`config.mk`:
```
export PLATFORM = sky130hd
export DESIGN_NAME = fca_front_flat
export DESIGN_NICKNAME = d
export VERILOG_FILES = /design/src/hdl/fca_pkg.sv /design/src/hdl/fca_if.sv /design/src/hdl/fca_front.sv /design/src/flat_wrapper.sv
export SDC_FILE = /design/constraint.sdc
export NUM_CORES = 1
export LEC_CHECK = 0
export BUFFER_PORTS_ARGS = -buffer_cell sky130_fd_sc_hd__buf_2
export CAP_MARGIN = 20
export CORE_MARGIN = 5
export CORE_UTILIZATION = 55
export CTS_BUF_LIST = sky130_fd_sc_hd__clkbuf_4
export CTS_CLUSTER_SIZE = 8
export DETAILED_ROUTE_END_ITERATION = 10
export HOLD_SLACK_MARGIN = 0.05
export PLACE_DENSITY = 0.91
export SYNTH_ARGS = -nofsm -noshare
export SYNTH_HDL_FRONTEND = slang
export SYNTH_SLANG_ARGS = --single-unit
```
`constraint.sdc`:
```
create_clock -name clock -period 11 [get_ports clock]
set_input_delay 2.2 -clock clock [delete_from_list [all_inputs] [get_ports clock]]
set_output_delay 2.2 -clock clock [all_outputs]
set_load 0.02 [all_outputs]
```
`src/hdl/fca_pkg.sv`:
```
// ---------------------------------------------------------------------------
// fca_pkg
// shared types, codes and constants of the chain allocator
// ---------------------------------------------------------------------------
package fca_pkg;

   localparam int unsigned TYPE_W  = 3;
   localparam int unsigned LINK_W  = 16;
   localparam int unsigned COUNT_W = 11;
   localparam int unsigned INDEX_W = 10;
   localparam int unsigned CSR_W   = 2;

   localparam logic [TYPE_W-1:0] REQ_LOAD   = 3'd0;
   localparam logic [TYPE_W-1:0] REQ_RESIZE = 3'd1;
   localparam logic [TYPE_W-1:0] REQ_FREE   = 3'd2;
   localparam logic [TYPE_W-1:0] REQ_NTH    = 3'd3;
   localparam logic [TYPE_W-1:0] REQ_COUNT  = 3'd4;

   localparam logic [CSR_W-1:0] CSR_USABLE = 2'd0;
   localparam logic [CSR_W-1:0] CSR_FREE   = 2'd1;
   localparam logic [CSR_W-1:0] CSR_END    = 2'd2;

   localparam logic ST_OK       = 1'b0;
   localparam logic ST_NO_SPACE = 1'b1;

   localparam logic [COUNT_W-1:0] RESET_USABLE = 11'd1024;
   localparam logic [LINK_W-1:0]  RESET_FREE   = 16'hFFFF;
   localparam logic [LINK_W-1:0]  RESET_END    = 16'hFFFE;

   typedef enum logic [2:0] {
      OP_LOAD,
      OP_RESIZE,
      OP_FREE,
      OP_NTH,
      OP_COUNT,
      OP_NOP
   } fca_op_type;

   typedef struct packed {
      fca_op_type          op;
      logic [LINK_W-1:0]   chain_head;
      logic [COUNT_W-1:0]  new_count;
      logic [COUNT_W-1:0]  old_count;
      logic [INDEX_W-1:0]  entry_index;
      logic [LINK_W-1:0]   entry_value;
   } fca_cmd_type;

   typedef struct packed {
      logic        valid;
      fca_cmd_type cmd;
   } fca_front_stat_type;

   typedef struct packed {
      logic pop;
      logic init_done;
   } fca_back_stat_type;

   typedef struct packed {
      logic [COUNT_W-1:0] usable_entries;
      logic [LINK_W-1:0]  free_marker;
      logic [LINK_W-1:0]  end_marker;
   } fca_cfg_type;

   function automatic fca_op_type fca_classify(input logic [TYPE_W-1:0] t);
      fca_op_type op;
      case (t)
         REQ_LOAD:   op = OP_LOAD;
         REQ_RESIZE: op = OP_RESIZE;
         REQ_FREE:   op = OP_FREE;
         REQ_NTH:    op = OP_NTH;
         REQ_COUNT:  op = OP_COUNT;
         default:    op = OP_NOP;
      endcase
      return op;
   endfunction

endpackage

```
`src/hdl/fca_if.sv`:
```
// ---------------------------------------------------------------------------
// fca_if
// request, response and register write channels
// ---------------------------------------------------------------------------
interface fca_req_if;
   import fca_pkg::*;
   logic               valid;
   logic               ready;
   logic [TYPE_W-1:0]  req_type;
   logic [LINK_W-1:0]  chain_head;
   logic [COUNT_W-1:0] new_count;
   logic [COUNT_W-1:0] old_count;
   logic [INDEX_W-1:0] entry_index;
   logic [LINK_W-1:0]  entry_value;
   modport source (output valid, req_type, chain_head, new_count, old_count,
                   entry_index, entry_value, input ready);
   modport sink (input valid, req_type, chain_head, new_count, old_count,
                 entry_index, entry_value, output ready);
endinterface


```
`src/hdl/fca_front.sv`:
```
// ---------------------------------------------------------------------------
// fca_front
// accepts requests, classifies the type and queues them for the engine
// ---------------------------------------------------------------------------
module fca_front (
   input  logic                       clock,
   input  logic                       reset,
   fca_req_if.sink                    req,
   input  fca_pkg::fca_back_stat_type back_stat,
   output fca_pkg::fca_front_stat_type front_stat
);
   import fca_pkg::*;

   fca_cmd_type q_ff [2];
   logic        wr_ptr_ff, wr_ptr_in;
   logic        rd_ptr_ff, rd_ptr_in;
   logic [1:0]  fill_ff, fill_in;
   logic        push, pop;
   fca_cmd_type cmd;

   assign req.ready = (fill_ff != 2'd2) && back_stat.init_done;
   assign push      = req.valid && req.ready;
   assign pop       = back_stat.pop && (fill_ff != 2'd0);

   always_comb begin
      cmd.op          = fca_classify(req.req_type);
      cmd.chain_head  = req.chain_head;
      cmd.new_count   = req.new_count;
      cmd.old_count   = req.old_count;
      cmd.entry_index = req.entry_index;
      cmd.entry_value = req.entry_value;
      wr_ptr_in = push ? ~wr_ptr_ff : wr_ptr_ff;
      rd_ptr_in = pop ? ~rd_ptr_ff : rd_ptr_ff;
      fill_in   = fill_ff + {1'b0, push} - {1'b0, pop};
   end

   always_ff @(posedge clock) begin
      if (reset) begin
         wr_ptr_ff <= 1'b0;
         rd_ptr_ff <= 1'b0;
         fill_ff   <= 2'd0;
      end else begin
         wr_ptr_ff <= wr_ptr_in;
         rd_ptr_ff <= rd_ptr_in;
         fill_ff   <= fill_in;
      end
      if (push) begin
         q_ff[wr_ptr_ff] <= cmd;
      end
   end

   assign front_stat.valid = (fill_ff != 2'd0);
   assign front_stat.cmd   = q_ff[rd_ptr_ff];
endmodule

```
`src/flat_wrapper.sv`:
```
// flat-port wrapper written by rule: the top's interface ports become plain ports
module fca_front_flat import fca_pkg::*;
  (clock, reset, back_stat, front_stat, req_valid, req_req_type, req_chain_head, req_new_count, req_old_count, req_entry_index, req_entry_value, req_ready);
  fca_req_if req_i ();
  input  logic clock;
  input  logic reset;
  input  fca_pkg::fca_back_stat_type back_stat;
  output fca_pkg::fca_front_stat_type front_stat;
  input wire logic [$bits(req_i.valid)-1:0] req_valid;
  input wire logic [$bits(req_i.req_type)-1:0] req_req_type;
  input wire logic [$bits(req_i.chain_head)-1:0] req_chain_head;
  input wire logic [$bits(req_i.new_count)-1:0] req_new_count;
  input wire logic [$bits(req_i.old_count)-1:0] req_old_count;
  input wire logic [$bits(req_i.entry_index)-1:0] req_entry_index;
  input wire logic [$bits(req_i.entry_value)-1:0] req_entry_value;
  output wire logic [$bits(req_i.ready)-1:0] req_ready;
  assign req_i.valid = req_valid;
  assign req_i.req_type = req_req_type;
  assign req_i.chain_head = req_chain_head;
  assign req_i.new_count = req_new_count;
  assign req_i.old_count = req_old_count;
  assign req_i.entry_index = req_entry_index;
  assign req_i.entry_value = req_entry_value;
  assign req_ready = req_i.ready;
  fca_front u_core (.clock(clock), .reset(reset), .req(req_i), .back_stat(back_stat), .front_stat(front_stat));
endmodule
```
==> reports/metrics.cfg <==
[yosys]
synth_compound_area_share_pct=0.2877
yosys_warnings=0
ys_ff_latch=139
synth_flop_cell=edfxtp_1
synth-simple-area-share_pct=1.678
synthArstFlopShare_pct=0
yosysUniqueCellTypes=21
synthCells=238
syn_area_per_cell_sq_um=21.93
yosys.area.top_type=edfxtp_1
seq_area_frac_synth_pct=79.02
synth_edf_count=134
synth_xor_area_share_pct=0.3357
synthAdderAreaFrac_pct=0.4795
syn-cell-area_sq_mm=0.005219
syn-num-nets=312
synthTopCellsByArea=edfxtp_1 (77%), mux2_4 (8.9%), mux2_2 (8.0%)
synth_top_area_share_pct=77.10
muxShareOfSynthArea_pct=16.90
synth_top_family_by_area=multiplexers

[clocking]
cts_max_level=4
clk_latency_ps=490
cts_num_sinks=139
cts_buffers=17
clk_path_buf_depth=2
cts.reportedPaths.clkPinSlew_ps=110
cts_root_buffer=clkbuf_4
cts_tree=done
cts.repair.resized=0
ctsHoldBuffers=0
postCtsSetupBuffers=0

[worst_setup_path]
cp.required_ps=8800
crit_type=primary input to primary output
ff2ff_path_depth=4
crit-reg2reg-capture=u_core.q_ff[1][30]
worst-path-max-fanout=2
end_kind=primary output
r2r_setup_slack_ps=8850
startpoint_type=primary input
rr_startpoint=u_core.fill_ff[0]
worstPathArrival_ps=2580

[floorplanning]
core_area_sq_mm=0.009240
rows=35
initial_utilization_pct=56.48
dieArea_sq_mm=0.01154
io_pins=141
die_h_um=107.4
die_w_um=107.4

[pwr]
p_leak_uw=0.002432
peakVddDrop_mv=0.1566
cellPowerDensity_mw_per_mm2=208.8

[cells_and_area]
drive_gt1_share_pct=60.89
final_cell_area_sq_mm=0.006357
fill_cells=629
diodes=0
syn2layout_area_growth_pct=21.82
final_common_cell=buf_2
seq_area_sq_mm=0.004128
final_cell_mix=buf_2 (140), edfxtp_1 (134), mux2_2 (37)
nets=465
multi_input_area_sq_mm=0.001036

[detailed_routing]
drc_errors=0
vias=2658
routed_via_density=4.987
routed_wl_mm=9.263
routedWlPerCell_um=17.38
drt_iter0_markers=94
dr.pass1.iters=4
ant_nets=0

[global_route]
grt_max_degree=68
grt_pass1_vias=2930
grt_overflow_total=0
antenna_found_initial=0
grt_use_total_pct=16.35
grt_pass1_wl_mm=14.14

[timing]
finalCritPeriodShare_pct=43.47
tns_ps=0
rsz0062_at_grt=no
maxSlewViolCount=0
layout_min_cycle_time_ps=4782
finalSetupViolations=0
hold_violations=0
max_freq_mhz=209.1
relSlewSlack_pct=30.85
worst_pin_slew_ps=1037
skew_ps=19.17
holdWs_ps=556.5

[placement]
gp_congestion=0.6788
dp_hpwl_mm=6.250
port_buffers=140
dpl-instance-area_sq_mm=0.006048

[flow_run]
cap_violations=0

[hold_path]
hp-start=u_core.rd_ptr_ff
hp-class=flop to flop
hold_depth=2

[run_status]
status=completed

critical path, cell delays in order:
cell,delay [ps]
buf_2,100
and2_1,130
buf_2,150
metal layers:
metal | GRT usage (%) | part of all wire, %
met4 | 5.410 | 0.59
met2 | 29.98 | 54
met5 | 0 | 0
met3 | 5.639 | 7.9
met1 | 17.57 | 37
registers in the layout (all words and copies together) (netlist names), named ones only:
register          count
u_core.wr_ptr_ff      1
u_core.rd_ptr_ff      1
u_core.fill_ff        2
u_core.q_ff         134
kinds of logic (layout without fill, tap and decap cells):
family | after synthesis | count (layout)
compound gates | 2 | 2
xor+xnor | 2 | 2
buf+inv | 10 | 176
flops | 139 | 139
fa+ha+maj | 2 | 2
simple gates | 15 | 15
mux | 68 | 68
per-stage QoR:
| stage | instances | util (%) | power (uW) | setup slack (ps) |
|---|---|---|---|---|
| after floorplan | 238 | - | 904.3 | 5107 |
| after global placement | 501 | 65.46 | 988.9 | 6224 |
| after detailed placement | 501 | 65.46 | 999.4 | 6217 |
| after CTS | 533 | 68.80 | 1344 | 6214 |
| after global routing | 533 | 68.80 | 1388 | 6204 |
| final | 533 | 68.80 | 1328 | 6218 |
area by class of cell:
class                      instances  area share (%)
multi-input combinational         89           16.30
tap                              129           2.539
inverter                           2          0.1181
clock buffer                      19           2.244
sequential                       139           64.93
timing repair buffer             142           11.26
clock inverter                    13           2.618
report_power, final:
group	total [uW]	switching, uW	leakage [uW]	internal, uW
combinational	310	157	0.00100	153
sequential	672	48.5	0.00127	623
clock	346	181	0.000162	165
total	1330	386	0.00243	941
Yosys cell counts, types with 2 or more instances:
| master | n |
|---|---|
| edfxtp_1 | 134 |
| mux2_2 | 37 |
| mux2_4 | 31 |
| dfxtp_1 | 5 |
| nor2_1 | 4 |
| nor2b_1 | 4 |
| and2_1 | 3 |
| buf_2 | 3 |
| buf_6 | 3 |
| ha_1 | 2 |
| inv_1 | 2 |
worst max-delay path by stage:
stage,from,to,cells past startpoint
after global placement,back_stat[0],req_ready,3
after global routing,back_stat[0],req_ready,3
final,back_stat[0],req_ready,3
after floorplan,req_valid,u_core.q_ff[0][0],2
after CTS,back_stat[0],req_ready,3
after detailed placement,back_stat[0],req_ready,3
(Power assumes the default switching activity.)
